<file path="src/sv/sog_pkg.sv">
// shared constants and types for the square occupancy grid
package sog_pkg;

    // fixed field widths
    localparam int SIDE_W = 6;
    localparam int POS_W  = 6;
    localparam int CMP_W  = 7;
    localparam int CNT_W  = 11;
    localparam int IDX_W  = 5;
    localparam int KIND_W = 2;

    // board limits
    localparam int MAX_SIDE_DEF = 32;
    localparam logic [SIDE_W-1:0] BOARD_RESET = 6'd32;
    localparam logic [SIDE_W-1:0] MIN_SIDE    = 6'd2;

    // item kinds
    localparam logic [KIND_W-1:0] KIND_CLEAR = 2'd0;
    localparam logic [KIND_W-1:0] KIND_TEST  = 2'd1;
    localparam logic [KIND_W-1:0] KIND_PLACE = 2'd2;

    // running status gathered by the scan head, both without and with the placement
    typedef struct packed {
        logic             conflict;
        logic [CNT_W-1:0] count;
        logic             comp_n;
        logic             found_n;
        logic [POS_W-1:0] frow_n;
        logic [POS_W-1:0] fcol_n;
        logic             comp_p;
        logic             found_p;
        logic [POS_W-1:0] frow_p;
        logic [POS_W-1:0] fcol_p;
    } t_scan_res;

endpackage

</file>
<file path="src/sv/sog_cell.sv">
// one ring cell holding a single row occupancy word
module sog_cell #(
    parameter int W = 32
) (
    input  logic         i_clk,
    input  logic         i_rst_n,
    input  logic         i_clear,
    input  logic         i_shift,
    input  logic [W-1:0] i_word,
    input  logic         i_or_en,
    input  logic [W-1:0] i_or_mask,
    output logic [W-1:0] o_word
);

    logic [W-1:0] r_word;

    // clear, rotate to neighbor, or merge a placed square
    always_ff @(posedge i_clk) begin
        if (!i_rst_n) begin
            r_word <= '0;
        end else if (i_clear) begin
            r_word <= '0;
        end else if (i_shift) begin
            r_word <= i_word;
        end else if (i_or_en) begin
            r_word <= r_word | i_or_mask;
        end
    end

    assign o_word = r_word;

endmodule

</file>
<file path="src/sv/sog_scan.sv">
// scan head: fit check and board status over one row word per cycle while i_step is high
module sog_scan #(
    parameter int W = 32
) (
    input  logic                  i_clk,
    input  logic                  i_start,
    input  logic                  i_step,
    input  logic [W-1:0]          i_word,
    input  logic [sog_pkg::POS_W-1:0] i_row_idx,
    input  logic                  i_in_board,
    input  logic                  i_in_sq,
    input  logic [W-1:0]          i_mask,
    input  logic [W-1:0]          i_full,
    output sog_pkg::t_scan_res    o_res
);
    import sog_pkg::*;

    t_scan_res        r_res;
    logic [W-1:0]     w_or;
    logic [W-1:0]     w_occ_n;
    logic [W-1:0]     w_occ_p;
    logic [W-1:0]     w_fr_n;
    logic [W-1:0]     w_fr_p;
    logic [CMP_W-1:0] w_pop;
    logic [POS_W-1:0] w_top_n;
    logic [POS_W-1:0] w_top_p;

    // occupancy of this row without and with the square merged
    always_comb begin
        w_or    = i_in_sq ? i_mask : '0;
        w_occ_n = i_word & i_full;
        w_occ_p = (i_word | w_or) & i_full;
        w_fr_n  = ~i_word & i_full;
        w_fr_p  = ~(i_word | w_or) & i_full;
    end

    // cell count of the row
    always_comb begin
        w_pop = '0;
        for (int b = 0; b < W; b++) begin
            w_pop = w_pop + CMP_W'(w_occ_n[b]);
        end
    end

    // highest free column, both variants
    always_comb begin
        w_top_n = '0;
        w_top_p = '0;
        for (int b = 0; b < W; b++) begin
            if (w_fr_n[b]) begin
                w_top_n = POS_W'(b);
            end
            if (w_fr_p[b]) begin
                w_top_p = POS_W'(b);
            end
        end
    end

    // accumulate; later rows override the free position
    always_ff @(posedge i_clk) begin
        if (i_start) begin
            r_res.conflict <= 1'b0;
            r_res.count    <= '0;
            r_res.comp_n   <= 1'b1;
            r_res.found_n  <= 1'b0;
            r_res.frow_n   <= '0;
            r_res.fcol_n   <= '0;
            r_res.comp_p   <= 1'b1;
            r_res.found_p  <= 1'b0;
            r_res.frow_p   <= '0;
            r_res.fcol_p   <= '0;
        end else if (i_step) begin
            if (i_in_sq && (|(i_word & i_mask))) begin
                r_res.conflict <= 1'b1;
            end
            if (i_in_board) begin
                r_res.count <= r_res.count + CNT_W'(w_pop);
                if (w_occ_n != i_full) begin
                    r_res.comp_n <= 1'b0;
                end
                if (w_occ_p != i_full) begin
                    r_res.comp_p <= 1'b0;
                end
                if (|w_fr_n) begin
                    r_res.found_n <= 1'b1;
                    r_res.frow_n  <= i_row_idx;
                    r_res.fcol_n  <= w_top_n;
                end
                if (|w_fr_p) begin
                    r_res.found_p <= 1'b1;
                    r_res.frow_p  <= i_row_idx;
                    r_res.fcol_p  <= w_top_p;
                end
            end
        end
    end

    assign o_res = r_res;

endmodule

</file>
<file path="src/sv/square_occupancy_grid.sv">
// top level: square occupancy grid with a rotating ring of row cells
// Each item is accepted in the idle state, scanned in the scan state and finished in the done
// state, where its result is registered: the row words sit in a ring of MAX_SIDE cells that
// rotates one row per cycle past a single scan head, which checks the square for overlap and
// gathers the free cell, completeness and filled count for the board both as it is and with
// the square merged; the done state then picks the variant, merges the square into the rows
// it covers and loads the result register once the output is free. A clear empties every
// cell in the accept cycle and the scan then reports the empty board. A finished result
// waiting on i_stall does not keep the next item out, but that item holds after its scan
// until the waiting result is taken. board_side may only be written while no item is in
// progress.
module square_occupancy_grid #(
    parameter int MAX_SIDE = sog_pkg::MAX_SIDE_DEF
) (
    input  logic                        i_clk,
    input  logic                        i_rst_n,
    input  logic                        i_cfg_we,
    input  logic [sog_pkg::SIDE_W-1:0]  i_cfg_wdata,
    input  logic                        i_valid,
    output logic                        o_stall,
    input  logic [sog_pkg::KIND_W-1:0]  i_kind,
    input  logic [sog_pkg::IDX_W-1:0]   i_row,
    input  logic [sog_pkg::IDX_W-1:0]   i_col,
    input  logic [sog_pkg::SIDE_W-1:0]  i_side,
    output logic                        o_valid,
    input  logic                        i_stall,
    output logic                        o_fits,
    output logic                        o_free_found,
    output logic [sog_pkg::IDX_W-1:0]   o_free_row,
    output logic [sog_pkg::IDX_W-1:0]   o_free_col,
    output logic                        o_complete,
    output logic [sog_pkg::CNT_W-1:0]   o_filled_cells
);
    import sog_pkg::*;

    localparam int RW = (MAX_SIDE > 1) ? $clog2(MAX_SIDE) : 1;
    localparam logic [RW-1:0] LAST_ROW = RW'(MAX_SIDE - 1);

    typedef enum logic [1:0] {S_IDLE, S_SCAN, S_DONE} t_state;

    t_state               r_state;
    logic [SIDE_W-1:0]    r_board_side;
    logic [RW-1:0]        r_idx;
    logic [KIND_W-1:0]    r_kind;
    logic [IDX_W-1:0]     r_row;
    logic [IDX_W-1:0]     r_col;
    logic [SIDE_W-1:0]    r_side;
    logic [CNT_W-1:0]     r_area;
    logic                 r_o_valid;
    logic                 r_fits;
    logic                 r_free_found;
    logic [IDX_W-1:0]     r_free_row;
    logic [IDX_W-1:0]     r_free_col;
    logic                 r_complete;
    logic [CNT_W-1:0]     r_filled;

    logic [SIDE_W-1:0]    w_n;
    logic [MAX_SIDE-1:0]  w_mask;
    logic [MAX_SIDE-1:0]  w_full;
    logic [MAX_SIDE-1:0]  w_word [MAX_SIDE];
    logic                 w_accept;
    logic                 w_clear;
    logic                 w_geom_ok;
    logic                 w_fit;
    logic                 w_apply;
    logic                 w_out_free;
    logic                 w_in_board;
    logic                 w_in_sq;
    logic [CMP_W-1:0]     w_idx;
    logic [CMP_W-1:0]     w_r_end;
    logic [CMP_W-1:0]     w_c_end;
    t_scan_res            w_res;

    // handshake
    assign o_stall    = (r_state != S_IDLE);
    assign w_accept   = i_valid && !o_stall;
    assign w_clear    = w_accept && (i_kind == KIND_CLEAR);
    assign w_out_free = !r_o_valid || !i_stall;

    // board size register
    always_ff @(posedge i_clk) begin
        if (!i_rst_n) begin
            r_board_side <= BOARD_RESET;
        end else if (i_cfg_we) begin
            r_board_side <= i_cfg_wdata;
        end
    end

    // effective board side, clamped to the supported range
    always_comb begin
        if (r_board_side < MIN_SIDE) begin
            w_n = MIN_SIDE;
        end else if (r_board_side > SIDE_W'(MAX_SIDE)) begin
            w_n = SIDE_W'(MAX_SIDE);
        end else begin
            w_n = r_board_side;
        end
    end

    // square geometry
    assign w_r_end = CMP_W'(r_row) + CMP_W'(r_side);
    assign w_c_end = CMP_W'(r_col) + CMP_W'(r_side);
    assign w_geom_ok = (r_side != '0) && (r_side < w_n) &&
                       (w_r_end <= CMP_W'(w_n)) && (w_c_end <= CMP_W'(w_n));

    // column masks for the square and the board
    always_comb begin
        for (int b = 0; b < MAX_SIDE; b++) begin
            w_mask[b] = (CMP_W'(b) >= CMP_W'(r_col)) && (CMP_W'(b) < w_c_end);
            w_full[b] = (CMP_W'(b) < CMP_W'(w_n));
        end
    end

    // row flags for the word now at the scan head
    assign w_idx      = CMP_W'(r_idx);
    assign w_in_board = (w_idx < CMP_W'(w_n));
    assign w_in_sq    = (w_idx >= CMP_W'(r_row)) && (w_idx < w_r_end);

    // final decision
    assign w_fit   = w_geom_ok && !w_res.conflict &&
                     ((r_kind == KIND_TEST) || (r_kind == KIND_PLACE));
    assign w_apply = (r_state == S_DONE) && w_out_free && w_fit && (r_kind == KIND_PLACE);

    // ring of row cells, rotating toward cell zero
    for (genvar g = 0; g < MAX_SIDE; g++) begin : g_cell
        logic w_or_en;
        assign w_or_en = w_apply && (CMP_W'(g) >= CMP_W'(r_row)) && (CMP_W'(g) < w_r_end);
        sog_cell #(
            .W (MAX_SIDE)
        ) u_cell (
            .i_clk     (i_clk),
            .i_rst_n   (i_rst_n),
            .i_clear   (w_clear),
            .i_shift   (r_state == S_SCAN),
            .i_word    (w_word[(g + 1) % MAX_SIDE]),
            .i_or_en   (w_or_en),
            .i_or_mask (w_mask),
            .o_word    (w_word[g])
        );
    end

    // scan head on cell zero
    sog_scan #(
        .W (MAX_SIDE)
    ) u_scan (
        .i_clk      (i_clk),
        .i_start    (w_accept),
        .i_step     (r_state == S_SCAN),
        .i_word     (w_word[0]),
        .i_row_idx  (POS_W'(r_idx)),
        .i_in_board (w_in_board),
        .i_in_sq    (w_in_sq),
        .i_mask     (w_mask),
        .i_full     (w_full),
        .o_res      (w_res)
    );

    // item capture
    always_ff @(posedge i_clk) begin
        if (w_accept) begin
            r_kind <= i_kind;
            r_row  <= i_row;
            r_col  <= i_col;
            r_side <= i_side;
            r_area <= CNT_W'(i_side) * CNT_W'(i_side);
        end
    end

    // sequencer and result register
    always_ff @(posedge i_clk) begin
        if (!i_rst_n) begin
            r_state   <= S_IDLE;
            r_idx     <= '0;
            r_o_valid <= 1'b0;
        end else begin
            if (r_o_valid && !i_stall && (r_state != S_DONE)) begin
                r_o_valid <= 1'b0;
            end
            unique case (r_state)
                S_IDLE: begin
                    if (w_accept) begin
                        r_idx   <= '0;
                        r_state <= S_SCAN;
                    end
                end
                S_SCAN: begin
                    if (r_idx == LAST_ROW) begin
                        r_idx   <= '0;
                        r_state <= S_DONE;
                    end else begin
                        r_idx <= r_idx + 1'b1;
                    end
                end
                S_DONE: begin
                    if (w_out_free) begin
                        r_o_valid <= 1'b1;
                        r_fits    <= w_fit;
                        if (w_apply) begin
                            r_free_found <= w_res.found_p;
                            r_free_row   <= w_res.frow_p[IDX_W-1:0];
                            r_free_col   <= w_res.fcol_p[IDX_W-1:0];
                            r_complete   <= w_res.comp_p;
                            r_filled     <= w_res.count + r_area;
                        end else begin
                            r_free_found <= w_res.found_n;
                            r_free_row   <= w_res.frow_n[IDX_W-1:0];
                            r_free_col   <= w_res.fcol_n[IDX_W-1:0];
                            r_complete   <= w_res.comp_n;
                            r_filled     <= w_res.count;
                        end
                        r_state <= S_IDLE;
                    end
                end
                default: begin
                    r_state <= S_IDLE;
                end
            endcase
        end
    end

    assign o_valid        = r_o_valid;
    assign o_fits         = r_fits;
    assign o_free_found   = r_free_found;
    assign o_free_row     = r_free_row;
    assign o_free_col     = r_free_col;
    assign o_complete     = r_complete;
    assign o_filled_cells = r_filled;

endmodule
</file>
<file path="config.mk">
export PLATFORM = sky130hd
export DESIGN_NAME = square_occupancy_grid
export DESIGN_NICKNAME = d
export VERILOG_FILES = /design/src/sv/sog_pkg.sv /design/src/sv/sog_cell.sv /design/src/sv/sog_scan.sv /design/src/sv/square_occupancy_grid.sv
export SDC_FILE = /design/constraint.sdc
export NUM_CORES = 2
export LEC_CHECK = 0
export ABC_CLOCK_PERIOD_IN_PS = 33300
export BUFFER_PORTS_ARGS = -buffer_cell sky130_fd_sc_hd__buf_2
export CORE_AREA = 2 2 358 360
export DETAILED_ROUTE_END_ITERATION = 7
export DIE_AREA = 0 0 360 362
export PLACE_DENSITY = 0.65
export REMOVE_ABC_BUFFERS = 1
export SYNTH_ARGS = -nofsm -noshare
export SYNTH_HDL_FRONTEND = slang
export SYNTH_HIERARCHICAL = 1
export SYNTH_SLANG_ARGS = --single-unit
</file>
<file path="constraint.sdc">
create_clock -name i_clk -period 33.3 [get_ports i_clk]
set_input_delay 6.66 -clock i_clk [delete_from_list [all_inputs] [get_ports i_clk]]
set_output_delay 6.66 -clock i_clk [all_outputs]
set_load 0.1 [all_outputs]
</file>
Yosys cells after proc, flatten, opt, wreduce, memory -nomap -nowiden
Index checks and enable logic that the tools add are counted.
{"block": "totals", "reg_bits": 1127, "in_bits": 29, "out_inout_bits": 26, "wordCells": 620}
{"block": "op_classes", "n_addsub": 36, "mul": 1, "magnitude_cmp": 166, "n_eq_ne": 11, "n_mux": 144, "bitwise_logic": 41, "n_reduce_logical": 164}
{"op": "32-bit two-way mux", "n": 65}
{"op": "32-bit bitwise OR", "n": 33}
{"op": "5-bit by 7-bit < comparator with 1-bit output, first input constant", "n": 32}
{"op": "7-bit by 1-bit adder with 7-bit output", "n": 30}
{"op": "5-bit two-way mux", "n": 36}
{"op": "32-bit AND", "n": 5}
{"op": "5-bit greater-or-equal comparator, first input constant", "n": 30}
{"op": "4-bit by 7-bit < comparator with 1-bit output, first input constant", "n": 16}
{"op": "1-bit logical AND", "n": 108}
{"op": "5-bit by 6-bit < comparator with 1-bit output, first input constant", "n": 16}
{"op": "32-bit OR reduction", "n": 3}
{"op": "4-bit by 5-bit greater-or-equal comparator with 1-bit output, first input constant", "n": 16}
{"op": "2-bit nonzero test", "n": 34}
{"op": "4-bit two-way mux", "n": 16}
{"op": "32-bit != test", "n": 2}
{"op": "32-bit NOT", "n": 2}
{"op": "3-bit by 7-bit < comparator with 1-bit output, first input constant", "n": 8}
{"op": "4-bit by 6-bit < comparator with 1-bit output, first input constant", "n": 8}
{"op": "3-bit by 5-bit greater-or-equal comparator with 1-bit output, first input constant", "n": 8}
{"op": "1-bit by 7-bit < comparator with 1-bit output, first input constant", "n": 4}
{"op": "2-bit by 7-bit < comparator with 1-bit output, first input constant", "n": 4}
{"op": "3-bit by 6-bit < comparator with 1-bit output, first input constant", "n": 4}
{"op": "3-bit two-way mux", "n": 8}
{"op": "1-bit by 5-bit greater-or-equal comparator with 1-bit output, first input constant", "n": 4}
{"op": "34 further kinds", "n": 71}

Logic depth before layout (Yosys ltp)
{"block": "depth", "depth_word": 38, "ltp_mapped": 29, "ltp_nobuf": 28}

Cells and area by module
The synthesis kept the hierarchy.
{"module": "sog_cell", "instances": 32, "cells_each": 142, "area_each_um2": 1659.1, "seq_area_each_um2": 640.6}
{"module": "square_occupancy_grid", "instances": 1, "cells_each": 677, "area_each_um2": 5965.7, "seq_area_each_um2": 1811.7}
{"module": "sog_scan", "instances": 1, "cells_each": 498, "area_each_um2": 3906.2, "seq_area_each_um2": 760.7}

Worst setup path before layout
No wires, ideal clock.
{"block": "synth_path", "path_type": "reg-to-reg", "start": "register r_side[0]", "end": "register u_scan.r_res (netlist bit u_scan/o_res[10])", "setup_ps": 128, "arrival_time_ps": 11176, "t_required_ps": 33172, "path_slack_ps": 21996, "stages_incl_launch_ff": 18, "path_buffers": 2, "synth_period_minus_slack_ps": 11304, "path_cell_list": "edfxtp_1 -> ha_1 -> fa_1 -> a21oi_1 -> nor2_1 -> nand2_1 -> nor2_1 -> o21ai_0 -> clkbuf_1 -> a21oi_1 -> a2111oi_0 -> a21oi_1 -> a211oi_1 -> nand3_1 -> o41ai_4 -> buf_6 -> mux2i_1 -> nor2_1"}
{"block": "synth_via", "elab_chain_cells": 9, "elab_cells_between_ends": 73, "cone_classes": "add/sub (2); order compare (33); mux (1); bitwise (3); reduce/logical (34)"}
{"item": "from (decl)", "line": "square_occupancy_grid.sv:47", "source": "logic [SIDE_W-1:0] r_side;"}
{"item": "from (signal assigned)", "line": "square_occupancy_grid.sv:164", "source": "r_side <= i_side;"}
{"item": "5-bit by 6-bit adder with 7-bit output", "line": "square_occupancy_grid.sv:102", "source": "assign w_c_end = CMP_W'(r_col) + CMP_W'(r_side);"}
{"item": "4-bit by 7-bit < comparator with 1-bit output", "line": "square_occupancy_grid.sv:109", "source": "w_mask[b] = (CMP_W'(b) >= CMP_W'(r_col)) && (CMP_W'(b) < w_c_end);"}
{"item": "1-bit logical AND", "line": "square_occupancy_grid.sv:109"}
{"item": "net w_mask[8]", "line": "square_occupancy_grid.sv:58", "source": "logic [MAX_SIDE-1:0] w_mask;"}
{"item": "32-bit two-way mux", "line": "sog_scan.sv:30", "source": "w_or = i_in_sq ? i_mask : '0;"}
{"item": "32-bit bitwise OR", "line": "sog_scan.sv:34", "source": "w_fr_p = ~(i_word | w_or) & i_full;"}
{"item": "32-bit NOT", "line": "sog_scan.sv:34"}
{"item": "32-bit AND", "line": "sog_scan.sv:34"}
{"item": "32-bit OR reduction", "line": "sog_scan.sv:89", "source": "if (|w_fr_p) begin"}
{"item": "3-bit AND reduction (no line)"}
{"item": "to (decl)", "line": "sog_scan.sv:18", "source": "t_scan_res r_res;"}
The timed path passes the listed nets, and every way through them passes these cells.
A chain may end at the register's enable or synchronous reset.

Worst setup path in the final report
{"block": "layout_path", "start": "input i_side[3] in the netlist's numbering", "end": "register r_area[10] (data pin)"}
{"block": "layout_via", "elab_chain_cells": 1}
{"item": "from (decl)", "line": "square_occupancy_grid.sv:24", "source": "input logic [sog_pkg::SIDE_W-1:0] i_side,"}
{"item": "6-bit by 6-bit multiplier with 11-bit output", "line": "square_occupancy_grid.sv:165", "source": "r_area <= CNT_W'(i_side) * CNT_W'(i_side);"}
{"item": "to (signal assigned)", "line": "square_occupancy_grid.sv:165"}
{"item": "to (decl)", "line": "square_occupancy_grid.sv:48", "source": "logic [CNT_W-1:0] r_area;"}
No other way between the ends.

==> metrics.md <==
| Metric | Value |
|---|---|
| Element type at the critical path end | `register` |
| Clk root buf | `clkbuf_16` |
| CTS tree | `done` |
| Worst Tran Pin Value | `1.34 ns` |
| Gate power share | `22.4%` |
| Slew Viols, Final | `0` |
| Inst Count DP | `7066` |
| Multi-input logic area | `0.0368 mm²` |
| Routed wire length | `180 mm` |
| Leak | `22.3 nW` |
| Layout area overhead | `7.31%` |
| First-pass DRT Iterations | `7` |
| Core area | `0.127 mm²` |
| Switch share | `31.6%` |
| Critical path arrival | `9.91 ns` |
| Final hold vios | `0` |
| Internal power | `2.62 mW` |
| Initial DRC count | `3628` |
| Post-DP HPWL | `about 110 mm` |
| Psw | `1.21 mW` |
| Post-route ant nets | `0` |
| Gr ovfl total | `0` |
| Final Critical Period | `9.41 ns` |
| Sequential power share | `40.8%` |
| Gr usage total | `27.0%` |
| Synth warnings | `6` |
| Crit path kind | `primary input to register` |
| Post-cts gate resize count | `0` |
| CP startpoint kind | `primary input` |
| PortBufs | `54` |
| Largest net degree at the start of global routing | `234` |
| Tot Pwr | `3.83 mW` |
| Reg area | `~0.023 mm²` |
| Clock-pin slew on the worst setup and hold paths | `0.06 ns` |
| HP Class | `register to register` |
| Die ar. | `approximately 0.13 mm²` |
| PD cells | `56.8 mW/mm²` |
| Max-capacitance violation count | `0` |
| Avg WL per Cell | `~25 µm` |
| Slew headroom | `10.6%` |
| Gpl congestion | `0.904` |
| Post-Layout Cell Count | `7289` |
| Initial antenna violation count | `1` |
| Worst-path fanout max | `9` |
| Post-Syn Instances | `5709` |
| Outcome | `finished clean` |
| First-pass GRT wire length | `275 mm` |
| Nets | `5666` |
| Post-CTS Setup Bufs | `0` |
| Vias in the first global route | `approximately 43000` |
| Fmax | `106 MHz` |
| Clock Power Share | `between 30% and 40%` |
| Clk_lat worst skew | `0.75 ns` |
| Initial core utilization | `49.6%` |
| Num CTS Buffers | `119` |
| Share of cells above drive strength 1 | `42.8%` |
| Clock tree buffer depth | `3` |
| Area of the mapped netlist | `0.0629 mm²` |
| CTS Hold Buffers Added | `0` |
| Setup Skew | `about 0.049 ns` |
| Drt drc | `0` |
| Final Setup Violations | `0` |
| Vias | `43700` |
| Peak supply drop | `0.0475 mV` |
| Die Height | `362 µm` |
| Die Wd | `360 µm` |
| Period utilization | `28.3%` |
| I/O pin cnt | `55` |
| Clock sinks | `1125` |
| Cell row count | `131` |
| Syn Area/Cell | `11.0 µm²` |
| WHS | `0.453 ns` |
| RSZ-0062 raised after global routing | `false` |
| Vias per cell | `6.00` |
| Fill cell count | `between 10000 and 15000` |
| Number of H-tree levels | `3` |
| Critical Path RT | `33.79 ns` |
| Setup_tns | `0 ns` |
| Number of diodes | `0` |
-- power by group through the flow --
| stage | clock [mW] | combinational (mW) | sequential, mW |
|---|---|---|---|
| floorplan | 0 | 1.24 | 1.56 |
| global placement | 0 | 0.841 | 1.59 |
| detailed placement | 0 | 0.851 | 1.59 |
| CTS | 1.43 | 0.856 | 1.56 |
| global route | 1.48 | 0.930 | 1.57 |
| finish | 1.41 | 0.861 | 1.57 |
-- registers in the layout, summed over array words and instances (netlist names), 2 cells and up --
signal / flops
r_area: 9
o_free_row: 5
r_state: 2
r_board_side: 6
r_kind: 2
r_row: 5
u_scan/o_res: 36
g_cell.u_cell/o_word: 1024
o_filled_cells: 11
o_free_col: 5
r_idx: 5
r_side: 6
r_col: 5
-- per-stage QoR --
step	area (µm²)	util [%]	setup slack (ns)
after floorplan	59400	-	-10.77
after global placement	63300	50.0	23.09
after detailed placement	63300	50.0	23.13
after CTS	67500	53.2	23.93
after global routing	67500	53.2	23.71
final	67500	53.2	23.89
-- cell usage in the layout, fill, tap and decap left out, types with 14 or more instances in the layout --
cell type / instances
a211oi_4: 15
clkbuf_16: 124
nor2b_1: 1071
clkbuf_1: 29
a22oi_1: 20
mux2_2: 21
nand2b_4: 32
nand2b_1: 21
buf_2: 53
nor3_2: 969
clkinv_2: 26
a221oi_4: 21
inv_1: 84
buf_4: 94
a211oi_2: 960
dfxtp_1: 1074
and2_1: 35
nor2_1: 95
nand3_1: 19
edfxtp_1: 51
ha_1: 77
a211oi_1: 81
xnor2_1: 24
o21ai_0: 49
a21oi_1: 64
nor3_1: 87
bufinv_16: 14
fa_1: 35
mux2i_1: 17
a21o_1: 17
nand2_1: 127
clkbuf_8: 18
-- final timing paths --
check,start,to,slack [ns],depth (start not counted)
worst max register to register,r_board_side[5]$_SDFFE_PN1P_,u_scan/o_res[36]$_SDFFE_PP0P_,25.59,25
worst max-delay path,i_side[3],r_area[10]$_DFFE_PP_,23.89,14
worst min-delay path,u_scan/o_res[13]$_SDFFE_PP1P_,u_scan/o_res[13]$_SDFFE_PP1P_,0.45,1
worst min register to register,u_scan/o_res[13]$_SDFFE_PP1P_,u_scan/o_res[13]$_SDFFE_PP1P_,0.45,1
-- metal layers --
metal	track usage (%)	wire length, µm	up-vias
met2	42.6	81100	1043
met3	3.49	8930	261
met1	38.5	85700	22100
li1	-	-	20400
met4	7.77	4630	2
met5	0	13	-
-- cell type report --
type / instances / share of cell area (%)
Tap cell: 1662 / 3.08
Inverter: 87 / 0.495
Sequential cell: 1125 / 34.1
Multi-Input combinational cell: 4042 / 54.6
Clock buffer: 171 / 5.13
Clock inverter: 52 / 1.01
Timing Repair Buffer: 150 / 1.53
-- critical path: stages --
cell and delay [ns]:
buf_2 0.19, nand2_1 0.09, fa_1 0.50, fa_1 0.52, fa_1 0.55, inv_1 0.04, ha_1 0.32, and3b_1 0.22
o21a_1 0.18, o21a_1 0.17, o21ai_0 0.14, nand2b_1 0.07, a21oi_1 0.17, xnor2_1 0.08
Power figures use the tool's default switching activity.
